`config.mk`:
```
export PLATFORM = sky130hd
export DESIGN_NAME = zscore_peak_detector_flat
export DESIGN_NICKNAME = d
export VERILOG_FILES = /design/src/zspd_pkg.sv /design/src/zspd_sample_if.sv /design/src/zspd_result_if.sv /design/src/zspd_cfg_regs.sv /design/src/zspd_ring_mem.sv /design/src/zspd_sqmul.sv /design/src/zspd_isqrt.sv /design/src/zscore_peak_detector.sv /design/src/flat_wrapper.sv
export SDC_FILE = /design/constraint.sdc
export NUM_CORES = 2
export LEC_CHECK = 0
export BUFFER_PORTS_ARGS = -buffer_cell sky130_fd_sc_hd__buf_2
export CAP_MARGIN = 5
export CELL_PAD_IN_SITES_DETAIL_PLACEMENT = 1
export CELL_PAD_IN_SITES_GLOBAL_PLACEMENT = 2
export CORE_MARGIN = 10
export CORE_UTILIZATION = 35
export DETAILED_ROUTE_END_ITERATION = 8
export HOLD_SLACK_MARGIN = 0.08
export PLACE_DENSITY = 0.74
export SETUP_SLACK_MARGIN = 0.3
export SLEW_MARGIN = 10
export SYNTH_ARGS = -nofsm -noshare
export SYNTH_HDL_FRONTEND = slang
export SYNTH_SLANG_ARGS = --single-unit
```
`constraint.sdc`:
```
create_clock -name i_clk -period 18.7 [get_ports i_clk]
set_input_delay 3.74 -clock i_clk [delete_from_list [all_inputs] [get_ports i_clk]]
set_output_delay 3.74 -clock i_clk [all_outputs]
set_load 0.1 [all_outputs]
```
`src/zspd_pkg.sv`:
```
package zspd_pkg;

    // fixed field widths
    localparam int THR_W  = 4;
    localparam int INF_W  = 9;
    localparam int EPS_W  = 16;
    localparam int STD_W  = 24;
    localparam int FLAG_W = 2;
    localparam int APB_AW = 4;
    localparam int APB_DW = 32;

    // register map, index taken from paddr[3:2]
    localparam logic [1:0] REG_THRESHOLD = 2'd0;
    localparam logic [1:0] REG_INFLUENCE = 2'd1;
    localparam logic [1:0] REG_EPSILON   = 2'd2;

    localparam logic [THR_W-1:0] THR_RESET = 4'd2;
    localparam logic [INF_W-1:0] INF_RESET = 9'd128;
    localparam logic [EPS_W-1:0] EPS_RESET = 16'd3;

    localparam logic [INF_W-1:0] INF_ONE     = 9'd256;
    localparam int               BLEND_ROUND = 128;
    localparam logic [STD_W-1:0] STD_MAX     = 24'h7FFFFF;

    // peak flag codes
    localparam logic [FLAG_W-1:0] PEAK_NONE = 2'b00;
    localparam logic [FLAG_W-1:0] PEAK_POS  = 2'b01;
    localparam logic [FLAG_W-1:0] PEAK_NEG  = 2'b11;

    typedef struct packed {
        logic [THR_W-1:0] threshold_mult;
        logic [INF_W-1:0] influence_q8;
        logic [EPS_W-1:0] epsilon_q8;
    } t_cfg;

    typedef enum logic [3:0] {
        ST_IDLE,
        ST_PREP,
        ST_FLAG,
        ST_SQUARE,
        ST_WRITE,
        ST_MEAN,
        ST_MUL,
        ST_VAR,
        ST_ROOT,
        ST_DONE
    } t_state;

endpackage

```
`src/zspd_sample_if.sv`:
```
interface zspd_sample_if #(
    parameter int SAMPLE_BITS = 16
);
    logic                          valid;
    logic                          ready;
    logic signed [SAMPLE_BITS-1:0] sample;

    modport source (output valid, output sample, input ready);
    modport sink (input valid, input sample, output ready);
endinterface

```
`src/zspd_result_if.sv`:
```
interface zspd_result_if #(
    parameter int SAMPLE_BITS = 16
);
    logic                                valid;
    logic                                ready;
    logic signed [zspd_pkg::FLAG_W-1:0]  peak_flag;
    logic signed [zspd_pkg::STD_W-1:0]   deviation_q8;
    logic signed [SAMPLE_BITS-1:0]       window_mean;

    modport source (output valid, output peak_flag, output deviation_q8,
                    output window_mean, input ready);
    modport sink (input valid, input peak_flag, input deviation_q8,
                  input window_mean, output ready);
endinterface

```
`src/zspd_cfg_regs.sv`:
```
module zspd_cfg_regs (
    input  logic                          i_clk,
    input  logic                          i_rst_n,
    input  logic                          psel,
    input  logic                          penable,
    input  logic                          pwrite,
    input  logic [zspd_pkg::APB_AW-1:0]   paddr,
    input  logic [zspd_pkg::APB_DW-1:0]   pwdata,
    output logic [zspd_pkg::APB_DW-1:0]   prdata,
    output logic                          pready,
    output zspd_pkg::t_cfg                o_cfg
);

    zspd_pkg::t_cfg r_cfg;
    logic           w_write;
    logic [1:0]     w_index;

    assign pready  = 1'b1;
    assign w_write = psel && penable && pwrite;
    assign w_index = paddr[3:2];
    assign o_cfg   = r_cfg;

    always_ff @(posedge i_clk) begin
        if (!i_rst_n) begin
            r_cfg.threshold_mult <= zspd_pkg::THR_RESET;
            r_cfg.influence_q8   <= zspd_pkg::INF_RESET;
            r_cfg.epsilon_q8     <= zspd_pkg::EPS_RESET;
        end else if (w_write) begin
            case (w_index)
                zspd_pkg::REG_THRESHOLD: begin
                    r_cfg.threshold_mult <= pwdata[zspd_pkg::THR_W-1:0];
                end
                zspd_pkg::REG_INFLUENCE: begin
                    r_cfg.influence_q8 <= pwdata[zspd_pkg::INF_W-1:0];
                end
                zspd_pkg::REG_EPSILON: begin
                    r_cfg.epsilon_q8 <= pwdata[zspd_pkg::EPS_W-1:0];
                end
                default: begin
                end
            endcase
        end
    end

    always_comb begin
        case (w_index)
            zspd_pkg::REG_THRESHOLD: prdata = zspd_pkg::APB_DW'(r_cfg.threshold_mult);
            zspd_pkg::REG_INFLUENCE: prdata = zspd_pkg::APB_DW'(r_cfg.influence_q8);
            zspd_pkg::REG_EPSILON:   prdata = zspd_pkg::APB_DW'(r_cfg.epsilon_q8);
            default:                 prdata = '0;
        endcase
    end

endmodule

```
`src/zspd_ring_mem.sv`:
```
module zspd_ring_mem #(
    parameter int WINDOW      = 32,
    parameter int SAMPLE_BITS = 16
) (
    input  logic                            i_clk,
    input  logic                            i_rst_n,
    input  logic                            i_rd_en,
    input  logic [$clog2(WINDOW)-1:0]       i_rd_addr,
    output logic signed [SAMPLE_BITS-1:0]   o_rd_value,
    output logic [2*SAMPLE_BITS-2:0]        o_rd_square,
    input  logic                            i_wr_en,
    input  logic [$clog2(WINDOW)-1:0]       i_wr_addr,
    input  logic signed [SAMPLE_BITS-1:0]   i_wr_value,
    input  logic [2*SAMPLE_BITS-2:0]        i_wr_square
);

    localparam int SQ_W = 2*SAMPLE_BITS-1;
    localparam int EW   = SAMPLE_BITS + SQ_W;

    logic [EW-1:0] r_mem [WINDOW];
    logic [EW-1:0] r_rd_word;
    logic          r_full;

    // slots are written in order from 1 up to 0, so until slot 0 has been
    // written every slot read is still untouched and reads as zero
    always_ff @(posedge i_clk) begin
        if (!i_rst_n) begin
            r_full <= 1'b0;
        end else if (i_wr_en && (i_wr_addr == '0)) begin
            r_full <= 1'b1;
        end
    end

    always_ff @(posedge i_clk) begin
        if (i_wr_en) begin
            r_mem[i_wr_addr] <= {i_wr_value, i_wr_square};
        end
    end

    always_ff @(posedge i_clk) begin
        if (i_rd_en) begin
            r_rd_word <= r_mem[i_rd_addr];
        end
    end

    assign o_rd_value  = r_full ? r_rd_word[EW-1:SQ_W] : '0;
    assign o_rd_square = r_full ? r_rd_word[SQ_W-1:0] : '0;

endmodule

```
`src/zspd_sqmul.sv`:
```
module zspd_sqmul #(
    parameter int OP_W = 21
) (
    input  logic                   i_clk,
    input  logic                   i_rst_n,
    input  logic                   i_start,
    input  logic signed [OP_W-1:0] i_operand,
    output logic                   o_done,
    output logic [2*OP_W-1:0]      o_square
);

    localparam int ITER = (OP_W + 1) / 2;
    localparam int PW   = 2*OP_W;
    localparam int MW   = 2*ITER;
    localparam int CW   = (ITER > 1) ? $clog2(ITER) : 1;

    logic [OP_W-1:0] w_abs;
    logic [PW-1:0]   w_addend;
    logic [PW-1:0]   r_mcand;
    logic [PW-1:0]   r_mcand3;
    logic [MW-1:0]   r_mplier;
    logic [PW-1:0]   r_acc;
    logic [CW-1:0]   r_cnt;
    logic            r_busy;
    logic            r_done;

    assign w_abs = i_operand[OP_W-1] ? OP_W'(-i_operand) : OP_W'(i_operand);

    // two multiplier bits per step
    always_comb begin
        case (r_mplier[1:0])
            2'd1:    w_addend = r_mcand;
            2'd2:    w_addend = r_mcand << 1;
            2'd3:    w_addend = r_mcand3;
            default: w_addend = '0;
        endcase
    end

    always_ff @(posedge i_clk) begin
        if (!i_rst_n) begin
            r_busy <= 1'b0;
            r_done <= 1'b0;
            r_cnt  <= '0;
        end else begin
            r_done <= 1'b0;
            if (i_start) begin
                r_busy <= 1'b1;
                r_cnt  <= '0;
            end else if (r_busy) begin
                r_cnt <= r_cnt + 1'b1;
                if (r_cnt == CW'(ITER-1)) begin
                    r_busy <= 1'b0;
                    r_done <= 1'b1;
                end
            end
        end
    end

    always_ff @(posedge i_clk) begin
        if (i_start) begin
            r_mcand  <= PW'(w_abs);
            r_mcand3 <= PW'(w_abs) + (PW'(w_abs) << 1);
            r_mplier <= MW'(w_abs);
            r_acc    <= '0;
        end else if (r_busy) begin
            r_acc    <= r_acc + w_addend;
            r_mcand  <= r_mcand << 2;
            r_mcand3 <= r_mcand3 << 2;
            r_mplier <= r_mplier >> 2;
        end
    end

    assign o_done   = r_done;
    assign o_square = r_acc;

endmodule

```
`src/zspd_isqrt.sv`:
```
module zspd_isqrt #(
    parameter int RAD_W = 48
) (
    input  logic               i_clk,
    input  logic               i_rst_n,
    input  logic               i_start,
    input  logic [RAD_W-1:0]   i_radicand,
    output logic               o_done,
    output logic [RAD_W/2-1:0] o_root
);

    localparam int RW = RAD_W / 2;
    localparam int CW = $clog2(RW);

    logic [RAD_W-1:0] r_rad;
    logic [RW+1:0]    r_rem;
    logic [RW-1:0]    r_root;
    logic [CW-1:0]    r_cnt;
    logic             r_busy;
    logic             r_done;
    logic [RW+1:0]    w_rem_sh;
    logic [RW+1:0]    w_trial;
    logic             w_ge;

    // one root bit per cycle, restoring form
    assign w_rem_sh = {r_rem[RW-1:0], r_rad[RAD_W-1 -: 2]};
    assign w_trial  = {r_root, 2'b01};
    assign w_ge     = (w_rem_sh >= w_trial);

    always_ff @(posedge i_clk) begin
        if (!i_rst_n) begin
            r_busy <= 1'b0;
            r_done <= 1'b0;
            r_cnt  <= '0;
        end else begin
            r_done <= 1'b0;
            if (i_start) begin
                r_busy <= 1'b1;
                r_cnt  <= '0;
            end else if (r_busy) begin
                r_cnt <= r_cnt + 1'b1;
                if (r_cnt == CW'(RW-1)) begin
                    r_busy <= 1'b0;
                    r_done <= 1'b1;
                end
            end
        end
    end

    always_ff @(posedge i_clk) begin
        if (i_start) begin
            r_rad  <= i_radicand;
            r_rem  <= '0;
            r_root <= '0;
        end else if (r_busy) begin
            r_rad  <= r_rad << 2;
            r_rem  <= w_ge ? (w_rem_sh - w_trial) : w_rem_sh;
            r_root <= {r_root[RW-2:0], w_ge};
        end
    end

    assign o_done = r_done;
    assign o_root = r_root;

endmodule

```
`src/zscore_peak_detector.sv`:
```
// channel      dir  fields                                   transfer
// i_sample_ch  in   sample                                   valid && ready
// o_result_ch  out  peak_flag, deviation_q8, window_mean     valid && ready
// apb          in   threshold_mult, influence_q8, epsilon_q8 psel && penable && pwrite
//
// one sample at a time: the next is taken once the last result is in the output
// register; the work per sample is set by the 2-bit-per-cycle squarer of the
// running sum and the 1-bit-per-cycle square root of the variance; the ring is
// one read and one write of a window memory with separate read and write ports.
// WINDOW must be a power of two
// synchronous reset empties the window at once, no clearing pass
// a stalled result sits in the output register while the next sample is taken
module zscore_peak_detector #(
    parameter int WINDOW      = 32,
    parameter int SAMPLE_BITS = 16
) (
    input  logic                          i_clk,
    input  logic                          i_rst_n,
    zspd_sample_if.sink                   i_sample_ch,
    zspd_result_if.source                 o_result_ch,
    input  logic                          psel,
    input  logic                          penable,
    input  logic                          pwrite,
    input  logic [zspd_pkg::APB_AW-1:0]   paddr,
    input  logic [zspd_pkg::APB_DW-1:0]   pwdata,
    output logic [zspd_pkg::APB_DW-1:0]   prdata,
    output logic                          pready
);

    localparam int SB    = SAMPLE_BITS;
    localparam int LW    = $clog2(WINDOW);
    localparam int SUMW  = SB + LW;
    localparam int SQEW  = 2*SB - 1;
    localparam int SQW   = SQEW + LW;
    localparam int PW    = 2*SUMW;
    localparam int NW    = SQW + LW;
    localparam int VW    = NW + 16 - 2*LW;
    localparam int SRW   = VW + 1;
    localparam int RW    = SRW / 2;
    localparam int BANDW = zspd_pkg::THR_W + zspd_pkg::STD_W;
    localparam int CMPW  = (SB + 9 > BANDW + 1) ? SB + 9 : BANDW + 1;
    localparam int BLW   = SB + 12;

    zspd_pkg::t_state r_state;
    zspd_pkg::t_state n_state;
    zspd_pkg::t_cfg   w_cfg;

    // window state
    logic signed [SUMW-1:0]   r_sum;
    logic [SQW-1:0]           r_sqsum;
    logic signed [SB-1:0]     r_mean;
    logic [zspd_pkg::STD_W-1:0] r_std;
    logic signed [SB-1:0]     r_last;
    logic [LW-1:0]            r_ptr;
    logic [LW-1:0]            w_nxt;

    // per-sample working registers
    logic signed [SB-1:0]     r_x;
    logic signed [SB+8:0]     r_dev;
    logic [BANDW-1:0]         r_band;
    logic signed [SB+10:0]    r_prod;
    logic [zspd_pkg::FLAG_W-1:0] r_flag;
    logic signed [SB-1:0]     r_stored;
    logic [SQEW-1:0]          r_square;
    logic [VW-1:0]            r_var;

    // result register
    logic                     r_out_valid;
    logic [zspd_pkg::FLAG_W-1:0] r_out_flag;
    logic [zspd_pkg::STD_W-1:0]  r_out_dev;
    logic signed [SB-1:0]     r_out_mean;

    // control
    logic w_accept;
    logic w_in_ready;
    logic w_rd_en;
    logic w_wr_en;
    logic w_mul_start;
    logic w_root_start;
    logic w_load_out;
    logic w_out_free;
    logic w_mul_done;
    logic w_root_done;

    // datapath
    logic signed [SB-1:0]     w_ring_value;
    logic [SQEW-1:0]          w_ring_square;
    logic signed [SB:0]       w_x_mean;
    logic signed [SB:0]       w_x_last;
    logic [zspd_pkg::INF_W-1:0] w_inf;
    logic signed [CMPW-1:0]   w_dev_ext;
    logic signed [CMPW-1:0]   w_band_ext;
    logic [zspd_pkg::FLAG_W-1:0] w_flag;
    logic signed [BLW-1:0]    w_last_sh;
    logic signed [BLW-1:0]    w_blend;
    logic signed [2*SB-1:0]   w_sq;
    logic [PW-1:0]            w_sum_sq;
    logic [NW-1:0]            w_wq;
    logic [NW-1:0]            w_n;
    logic [NW+15:0]           w_n_q16;
    logic [VW-1:0]            w_var;
    logic [RW-1:0]            w_root;
    logic [VW-1:0]            w_eps_q16;
    logic [zspd_pkg::STD_W-1:0] w_std_new;

    zspd_cfg_regs u_cfg (
        .i_clk   (i_clk),
        .i_rst_n (i_rst_n),
        .psel    (psel),
        .penable (penable),
        .pwrite  (pwrite),
        .paddr   (paddr),
        .pwdata  (pwdata),
        .prdata  (prdata),
        .pready  (pready),
        .o_cfg   (w_cfg)
    );

    zspd_ring_mem #(
        .WINDOW      (WINDOW),
        .SAMPLE_BITS (SAMPLE_BITS)
    ) u_ring (
        .i_clk       (i_clk),
        .i_rst_n     (i_rst_n),
        .i_rd_en     (w_rd_en),
        .i_rd_addr   (w_nxt),
        .o_rd_value  (w_ring_value),
        .o_rd_square (w_ring_square),
        .i_wr_en     (w_wr_en),
        .i_wr_addr   (w_nxt),
        .i_wr_value  (r_stored),
        .i_wr_square (r_square)
    );

    zspd_sqmul #(
        .OP_W (SUMW)
    ) u_sqmul (
        .i_clk     (i_clk),
        .i_rst_n   (i_rst_n),
        .i_start   (w_mul_start),
        .i_operand (r_sum),
        .o_done    (w_mul_done),
        .o_square  (w_sum_sq)
    );

    zspd_isqrt #(
        .RAD_W (SRW)
    ) u_isqrt (
        .i_clk      (i_clk),
        .i_rst_n    (i_rst_n),
        .i_start    (w_root_start),
        .i_radicand ({1'b0, w_var}),
        .o_done     (w_root_done),
        .o_root     (w_root)
    );

    assign w_nxt      = r_ptr + LW'(1);
    assign w_accept   = i_sample_ch.valid && w_in_ready;
    assign w_out_free = !r_out_valid || o_result_ch.ready;

    always_ff @(posedge i_clk) begin
        if (!i_rst_n) begin
            r_state <= zspd_pkg::ST_IDLE;
        end else begin
            r_state <= n_state;
        end
    end

    always_comb begin
        n_state      = r_state;
        w_in_ready   = 1'b0;
        w_rd_en      = 1'b0;
        w_wr_en      = 1'b0;
        w_mul_start  = 1'b0;
        w_root_start = 1'b0;
        w_load_out   = 1'b0;
        case (r_state)
            zspd_pkg::ST_IDLE: begin
                w_in_ready = 1'b1;
                w_rd_en    = i_sample_ch.valid;
                if (i_sample_ch.valid) begin
                    n_state = zspd_pkg::ST_PREP;
                end
            end
            zspd_pkg::ST_PREP:   n_state = zspd_pkg::ST_FLAG;
            zspd_pkg::ST_FLAG:   n_state = zspd_pkg::ST_SQUARE;
            zspd_pkg::ST_SQUARE: n_state = zspd_pkg::ST_WRITE;
            zspd_pkg::ST_WRITE: begin
                w_wr_en = 1'b1;
                n_state = zspd_pkg::ST_MEAN;
            end
            zspd_pkg::ST_MEAN: begin
                w_mul_start = 1'b1;
                n_state     = zspd_pkg::ST_MUL;
            end
            zspd_pkg::ST_MUL: begin
                if (w_mul_done) begin
                    n_state = zspd_pkg::ST_VAR;
                end
            end
            zspd_pkg::ST_VAR: begin
                w_root_start = 1'b1;
                n_state      = zspd_pkg::ST_ROOT;
            end
            zspd_pkg::ST_ROOT: begin
                if (w_root_done) begin
                    n_state = zspd_pkg::ST_DONE;
                end
            end
            zspd_pkg::ST_DONE: begin
                if (w_out_free) begin
                    w_load_out = 1'b1;
                    n_state    = zspd_pkg::ST_IDLE;
                end
            end
            default: n_state = zspd_pkg::ST_IDLE;
        endcase
    end

    // band test against the previous mean and std
    assign w_x_mean   = (SB+1)'(r_x) - (SB+1)'(r_mean);
    assign w_x_last   = (SB+1)'(r_x) - (SB+1)'(r_last);
    assign w_inf      = (w_cfg.influence_q8 > zspd_pkg::INF_ONE) ? zspd_pkg::INF_ONE
                                                                 : w_cfg.influence_q8;
    assign w_dev_ext  = CMPW'(r_dev);
    assign w_band_ext = signed'(CMPW'(r_band));

    always_comb begin
        if (w_dev_ext > w_band_ext) begin
            w_flag = zspd_pkg::PEAK_POS;
        end else if (w_dev_ext < -w_band_ext) begin
            w_flag = zspd_pkg::PEAK_NEG;
        end else begin
            w_flag = zspd_pkg::PEAK_NONE;
        end
    end

    // last*256 + inf*(x - last) + half, floored by the shift
    assign w_last_sh = {{4{r_last[SB-1]}}, r_last, 8'h00};
    assign w_blend   = w_last_sh + BLW'(r_prod) + BLW'(zspd_pkg::BLEND_ROUND);
    assign w_sq      = r_stored * r_stored;

    // W*var*W = W*sumsq - sum^2, scaled to Q.16
    assign w_wq    = {r_sqsum, {LW{1'b0}}};
    assign w_n     = w_wq - w_sum_sq[NW-1:0];
    assign w_n_q16 = {w_n, 16'h0000};
    assign w_var   = w_n_q16[NW+15:2*LW];

    assign w_eps_q16 = VW'({w_cfg.epsilon_q8, 8'h00});

    always_comb begin
        if (r_var < w_eps_q16) begin
            w_std_new = zspd_pkg::STD_W'(w_cfg.epsilon_q8);
        end else if (32'(w_root) > 32'(zspd_pkg::STD_MAX)) begin
            w_std_new = zspd_pkg::STD_MAX;
        end else begin
            w_std_new = zspd_pkg::STD_W'(w_root);
        end
    end

    // window state
    always_ff @(posedge i_clk) begin
        if (!i_rst_n) begin
            r_sum   <= '0;
            r_sqsum <= '0;
            r_mean  <= '0;
            r_std   <= '0;
            r_last  <= '0;
            r_ptr   <= '0;
        end else begin
            case (r_state)
                zspd_pkg::ST_PREP: begin
                    // drop the value leaving the window
                    r_sum   <= r_sum - SUMW'(w_ring_value);
                    r_sqsum <= r_sqsum - SQW'(w_ring_square);
                end
                zspd_pkg::ST_WRITE: begin
                    r_sum   <= r_sum + SUMW'(r_stored);
                    r_sqsum <= r_sqsum + SQW'(r_square);
                    r_last  <= r_stored;
                    r_ptr   <= w_nxt;
                end
                zspd_pkg::ST_MEAN: begin
                    r_mean <= r_sum[SUMW-1:LW];
                end
                zspd_pkg::ST_DONE: begin
                    if (w_out_free) begin
                        r_std <= w_std_new;
                    end
                end
                default: begin
                end
            endcase
        end
    end

    always_ff @(posedge i_clk) begin
        if (w_accept) begin
            r_x <= i_sample_ch.sample;
        end
        case (r_state)
            zspd_pkg::ST_PREP: begin
                r_dev  <= {w_x_mean, 8'h00};
                r_band <= w_cfg.threshold_mult * r_std;
                r_prod <= $signed({1'b0, w_inf}) * w_x_last;
            end
            zspd_pkg::ST_FLAG: begin
                r_flag   <= w_flag;
                r_stored <= (w_flag != zspd_pkg::PEAK_NONE) ? w_blend[SB+7:8] : r_x;
            end
            zspd_pkg::ST_SQUARE: begin
                r_square <= w_sq[SQEW-1:0];
            end
            zspd_pkg::ST_VAR: begin
                r_var <= w_var;
            end
            default: begin
            end
        endcase
    end

    // result register
    always_ff @(posedge i_clk) begin
        if (!i_rst_n) begin
            r_out_valid <= 1'b0;
        end else if (w_load_out) begin
            r_out_valid <= 1'b1;
        end else if (o_result_ch.ready) begin
            r_out_valid <= 1'b0;
        end
    end

    always_ff @(posedge i_clk) begin
        if (w_load_out) begin
            r_out_flag <= r_flag;
            r_out_dev  <= w_std_new;
            r_out_mean <= r_mean;
        end
    end

    assign i_sample_ch.ready        = w_in_ready;
    assign o_result_ch.valid        = r_out_valid;
    assign o_result_ch.peak_flag    = r_out_flag;
    assign o_result_ch.deviation_q8 = r_out_dev;
    assign o_result_ch.window_mean  = r_out_mean;

endmodule

```
`src/flat_wrapper.sv`:
```
// flat-port wrapper written by rule: the top's interface ports become plain ports
module zscore_peak_detector_flat 
#(
    parameter int WINDOW      = 32,
    parameter int SAMPLE_BITS = 16
)
  (i_clk, i_rst_n, psel, penable, pwrite, paddr, pwdata, prdata, pready, i_sample_ch_valid, i_sample_ch_sample, i_sample_ch_ready, o_result_ch_valid, o_result_ch_peak_flag, o_result_ch_deviation_q8, o_result_ch_window_mean, o_result_ch_ready);
  zspd_sample_if #(.SAMPLE_BITS(SAMPLE_BITS)) i_sample_ch_i ();
  zspd_result_if #(.SAMPLE_BITS(SAMPLE_BITS)) o_result_ch_i ();
  input  logic i_clk;
  input  logic i_rst_n;
  input  logic psel;
  input  logic penable;
  input  logic pwrite;
  input  logic [zspd_pkg::APB_AW-1:0] paddr;
  input  logic [zspd_pkg::APB_DW-1:0] pwdata;
  output logic [zspd_pkg::APB_DW-1:0] prdata;
  output logic pready;
  input wire logic [$bits(i_sample_ch_i.valid)-1:0] i_sample_ch_valid;
  input wire logic [$bits(i_sample_ch_i.sample)-1:0] i_sample_ch_sample;
  output wire logic [$bits(i_sample_ch_i.ready)-1:0] i_sample_ch_ready;
  output wire logic [$bits(o_result_ch_i.valid)-1:0] o_result_ch_valid;
  output wire logic [$bits(o_result_ch_i.peak_flag)-1:0] o_result_ch_peak_flag;
  output wire logic [$bits(o_result_ch_i.deviation_q8)-1:0] o_result_ch_deviation_q8;
  output wire logic [$bits(o_result_ch_i.window_mean)-1:0] o_result_ch_window_mean;
  input wire logic [$bits(o_result_ch_i.ready)-1:0] o_result_ch_ready;
  assign i_sample_ch_i.valid = i_sample_ch_valid;
  assign i_sample_ch_i.sample = i_sample_ch_sample;
  assign i_sample_ch_ready = i_sample_ch_i.ready;
  assign o_result_ch_valid = o_result_ch_i.valid;
  assign o_result_ch_peak_flag = o_result_ch_i.peak_flag;
  assign o_result_ch_deviation_q8 = o_result_ch_i.deviation_q8;
  assign o_result_ch_window_mean = o_result_ch_i.window_mean;
  assign o_result_ch_i.ready = o_result_ch_ready;
  zscore_peak_detector #(.WINDOW(WINDOW), .SAMPLE_BITS(SAMPLE_BITS)) u_core (.i_clk(i_clk), .i_rst_n(i_rst_n), .i_sample_ch(i_sample_ch_i), .o_result_ch(o_result_ch_i), .psel(psel), .penable(penable), .pwrite(pwrite), .paddr(paddr), .pwdata(pwdata), .prdata(prdata), .pready(pready));
endmodule
```
* Word-level counts from Yosys, hierarchy flattened
Memory sizes are Yosys's and may differ from the RTL's. A register that Yosys moved wholly into a read port is not among the register bits.
Index checks and enable logic that the tools add are counted.
** Storage, ports and cells
- Flip-flop bits (word level) :: 620
- Bits in writable memories :: 1504
- Output and inout port bits :: 77
- Word-level logic and storage cells :: 157
- Memories :: 1
** Memory list
- u_core.u_ring.r_mem :: depth 32, bits a word 47, read ports 1, clocked after memory_dff 1, wr ports 1, line zspd_ring_mem.sv:20 : logic [EW-1:0] r_mem [WINDOW];
** Cells by class
- Add/sub/neg operators :: 17
- Multipliers :: 3
- $lt $le $gt $ge :: 6
- Equal/unequal tests :: 20
- Mux-type cells :: 46
- Bitwise operators :: 3
- Reduce and logical (&&, ||, !) cells :: 23
** Operators with widths (number)
- case mux 42 bit (3 select lines) :: 1
- 2-to-1 mux 21 bit :: 5
- 2-to-1 mux 47 bit :: 2
- 2-to-1 mux 42 bit :: 2
- 2-to-1 mux 24 bit :: 3
- case mux 36 bit (2 select lines) :: 1
- case mux 16 bit (3 select lines) :: 1
- less-than comparator 47 x 24 -> 1 bit :: 1
- adder 42 bit :: 1
- case mux 21 bit (2 select lines) :: 1
- subtractor 41 bit :: 1
- case mux 4 bit (10 select lines) :: 1
- adder 36 x 31 -> 36 bit :: 1
- subtractor 36 x 31 -> 36 bit :: 1
- subtractor 16 x 16 -> 17 bit :: 2
- 2-to-1 mux 16 bit :: 2
- multiplier 16 x 16 -> 31 bit :: 1
- 2-to-1 mux 31 bit :: 1
- greater-than comparator 25 x 29 -> 1 bit :: 1
- less-than comparator 25 x 29 -> 1 bit :: 1
- negator 28 -> 29 bit :: 1
- multiplier 4 x 24 -> 28 bit :: 1
- >= comparator 26 bit :: 1
- adder 24 bit :: 1
- 36 further kinds :: 84

* Logic depth before layout (Yosys ltp)
- Depth after elaboration :: 6
- Depth in mapped cells :: 33
- Depth with buffers taken out :: 33

* Modules after synthesis
Synthesis repeated with hierarchy kept, for this count alone.
** Unflattened totals
- Cells, all modules :: 9148
- Area, all modules :: 114360.9 µm²
** Modules (own cells, without submodules)
- zspd_ring_mem :: times used 1, cells an instance 3350, area an instance 60277.8 µm², seq. area each 46594.7 µm²
- zscore_peak_detector :: times used 1, cells an instance 4046, area an instance 36815.3 µm², seq. area each 8678.3 µm²
- zspd_sqmul :: times used 1, cells an instance 1040, area an instance 10183.5 µm², seq. area each 3873.7 µm²
- zspd_isqrt :: times used 1, cells an instance 544, area an instance 5582.9 µm², seq. area each 2542.4 µm²
- zspd_cfg_regs :: times used 1, cells an instance 168, area an instance 1501.4 µm², seq. area each 580.6 µm²

* Worst setup path before layout
OpenSTA, ideal clock, no wires.
- Kind :: input port to output port
- Start :: input port paddr[2] (netlist bit)
- End :: output port prdata[0] (netlist bit)
- Arrival time :: 6254 ps
- Required time :: 14960 ps
- Setup slack :: 8706 ps
- Stages :: 3
- Buffers on the path :: 1
- Cell sequence :: clkbuf_1 mux2i_1 o21ai_0
** On the way
- Cells in the longest elaborated chain, start to end :: 2
- Elaborated cells on any way between the ends :: 4
** RTL lines
- start: declaration :: line flat_wrapper.sv:15 : input logic [zspd_pkg::APB_AW-1:0] paddr;
- == test 2 bit, or another cell as far along :: line zspd_cfg_regs.sv:46 : case (w_index)
- case mux 16 bit (3 select lines) (*) :: line zspd_cfg_regs.sv:46
- end: declaration :: line flat_wrapper.sv:17 : output logic [zspd_pkg::APB_DW-1:0] prdata;
Mark *: on every way between the ends. The rest lies on a longest branch, timed or not.

* Final worst setup path
- Start :: input port paddr[3] (netlist bit)
- End :: output port prdata[4] (netlist bit)
The elaborated chain is that of the path after synthesis.

==> impl_metrics.yaml <==
outcome:
  status: "complete, no violations"
detailed_routing:
  drc_errors: 0
  ant_nets: 0
  first_pass_iters: 8
  dr_total_vias: 67200
  drt-total-wl_mm: 309
  drtIter0Drc: 5763
  avgViaCountPerCell: 5.33
  wire_per_inst_um: 24.5
timing:
  fin_skew_ps: 92.1
  min_period_ps: 9390
  fin_setup_tns_ps: 0
  period_share_pct: 50.2
  slew_viol_final: 0
  clock.fmax_mhz: 107
  grt_setup_unrepaired: "no"
  worst_pin_slew_ps: 1280
  fin_ws_ps: 9310
  max_slew_margin_pct: 14.7
  finalSetupViolations: 0
  hold_viol: 0
pwr:
  switchingPower_mw: 7.01
  switching_share_pct: 39.1
  irDropWorstVdd_v: 0.000586
  clockPowerShare_pct: 24.4
  p_int_mw: 10.9
  power_density_nw_per_um2: 146
  p_leak_nw: 44.7
  comb_power_share_pct: 41.7
  seq_power_share_pct: 33.9
global_route:
  grt_antenna_before_repair: 23
  grt_max_degree: 91
  grt.busiest_layer: "met2"
  use_met1_pct: 24.3
  gr-total-overflow: 0
  track_usage_pct: 17.8
  grt_pass1_wl_mm: 465
  use_met3_pct: 2.32
  met2_usage_pct: 30.1
  grt_pass1_vias: 71800
floorplanning:
  core-area_sq_um: 312000
  num_rows: 205
  fp.dieH_um: 581
  io_pins: 136
  design.die.area_sq_um: 337000
  start_util_pct: 35.2
  die_x_um: 581
critical_path:
  crit_path_end_kind: "primary output"
  critical_path.endpoint: "prdata[4]"
  rrSetupSlack_ps: 10700
  crit_type: "in -> out"
  r2r_cells: 28
  crit_required_ps: 14960
  start_kind: "input pin"
  r2r_end: "u_core.r_prod[23]"
  timing.critical_path.arrival_ps: 5650
  crit_start: "paddr[3]"
  critPathMaxFanout: 17
  r2r_start: "u_core.r_last[1]"
cells_and_area:
  drive_gt1_share_pct: 13.2
  area_delta_synth_final_pct: 11.8
  fill_cells: 32400
  fin_util_pct: 39.4
  fin_cells: 12600
  finish.net_count: 9189
run:
  drv_cap: 0
clock_network:
  path_clk_slew_ps: 60
  cts_sinks: 2124
  root_buffer: "clkbuf_16"
  insertion_delay_ps: 910
  cts_tree: "yes"
  htree_levels: 4
  ctsResizeCount: 0
  holdBufCountCts: 0
  clk_path_buf_depth: 4
  cts-buffers-inserted: 222
  cts_setup_buffers: 0
synthesis:
  ys_seq_area_share_pct: 55.5
  ys_seq_elements: 2124
  async_reset_ff_share_pct: 0
  yosysWarnings: 0
  synth_area_sq_um: 110000
  synthFlopType: "edfxtp_1"
  synth_edf_count: 1848
  ys_types: 93
  synth_cells: 8136
  avgSynthCellArea_sq_um: 13.5
min_path:
  hp-class: "reg -> reg"
placement:
  port_buffers: 100
  post-dp-hpwl_mm: 203
  gp_congestion: 0.830
  place_inst: 12200
  dp_slack_ps: 9330
## Yosys cell counts (66+ instances only)
cell	n	area, sq um
a21boi_0	86	646
a21o_1	138	1040
a21oi_1	326	1630
a22oi_1	85	638
and2_1	186	1160
clkbuf_1	256	961
dfxtp_1	276	5530
edfxtp_1	1848	55500
fa_1	400	8010
ha_1	460	5760
inv_1	668	2510
mux2_2	68	766
mux2i_1	127	1270
mux4_2	368	8290
nand2_1	650	2440
nand2b_1	88	551
nand3_1	125	626
nor2_1	418	1570
nor2b_1	210	1310
nor3_1	66	330
o21a_1	72	541
o21ai_0	229	1150
xnor2_1	246	2150
xor2_1	110	963
## per-stage QoR
stage               instance area (sq um)  hold WS [ps]  total power [mW]
global placement                   116000           451              13.6
detailed placement                 116000           458              13.8
floorplan                          110000           400              10.8
CTS                                123000           471              18.2
global route                       123000           487              19.0
finish                             123000           463              17.9
## critical path: stages
cell     delay, ps
buf_2          180
nor2b_1        990
a22o_1         290
buf_2          430
## sequential cells by signal, indices dropped and copies added, names as in the netlist, 21 cells and up
signal,count
u_core.r_std,24
u_core.u_isqrt.r_rad,42
u_core.r_sqsum,36
u_core.u_sqmul.r_mplier,21
u_core.r_sum,21
u_core.r_band,28
u_core.r_var,39
u_core.u_isqrt.o_root,24
u_core.u_ring.r_mem,1472
u_core.u_cfg.o_cfg,29
u_core.u_sqmul.r_mcand,40
u_core.u_ring.r_rd_word,46
u_core.u_isqrt.r_rem,24
u_core.r_square,30
u_core.o_result_ch.deviation_q8,24
u_core.u_sqmul.r_mcand3,41
u_core.u_sqmul.o_square,41
## cell usage in the layout (no fill, tap or decap), drive strengths merged, types with 68 or more instances in the layout
master / n
a21boi: 89
a21o: 138
a21oi: 329
a22oi: 85
and2: 186
buf: 239
clkbuf: 271
clkinv: 102
dfxtp: 276
edfxtp: 1848
fa: 400
ha: 460
inv: 677
mux2: 75
mux2i: 127
mux4: 368
nand2: 650
nand2b: 88
nand3: 125
nor2: 418
nor2b: 210
nor3: 68
o21a: 72
o21ai: 241
xnor2: 246
xor2: 110
## routing by layer
metal,share of wire [%],up-vias
met3,5.7,419
met1,44,34900
met2,48,1908
met5,0.0042,-
met4,2.8,2
li1,-,29900
## power by group through the flow
stage | Clock [mW] | Combinational (mW) | Sequential [mW]
final | 4.37 | 7.47 | 6.08
after global routing | 4.65 | 8.20 | 6.11
after CTS | 4.46 | 7.62 | 6.12
after detailed placement | 0 | 7.57 | 6.22
after global placement | 0 | 7.38 | 6.19
after floorplan | 0 | 4.71 | 6.11
## area by class of cell
cell class	instances	area, sq um	share of cell area, %
antenna	13	32.5	0.0264
clock buffer	271	5850	4.76
clock inverter	134	1230	0.997
inverter	672	2530	2.05
multi-input combinational	5011	45500	37.0
sequential	2124	61000	49.6
tap	4140	5180	4.21
timing repair buffer	239	1650	1.34
## kinds of logic (layout without fill, tap and decap cells)
group | after synthesis | in the layout | share of synthesized area, %
xor+xnor | 356 | 356 | 2.83
fa+ha+maj | 860 | 860 | 12.5
simple gates | 1910 | 1910 | 8.30
buf+inv | 1017 | 1316 | 3.54
other cells | 2 | 31 | 0.00683
compound gates | 1297 | 1297 | 7.86
flops | 2124 | 2124 | 55.5
mux | 570 | 570 | 9.48
## worst min path at each step
stage               slack, ps  cells past startpoint                           endpoint             start
finish                    460                      0  u_core.o_result_ch.window_mean[6]  u_core.r_mean[6]
floorplan                 400                      0    u_core.o_result_ch.peak_flag[0]  u_core.r_flag[0]
CTS                       470                      0  u_core.o_result_ch.window_mean[6]  u_core.r_mean[6]
global placement          450                      0  u_core.o_result_ch.window_mean[6]  u_core.r_mean[6]
detailed placement        460                      0  u_core.o_result_ch.window_mean[6]  u_core.r_mean[6]
global route              490                      0  u_core.o_result_ch.window_mean[9]  u_core.r_mean[9]
Power figures use the tool's default switching activity.
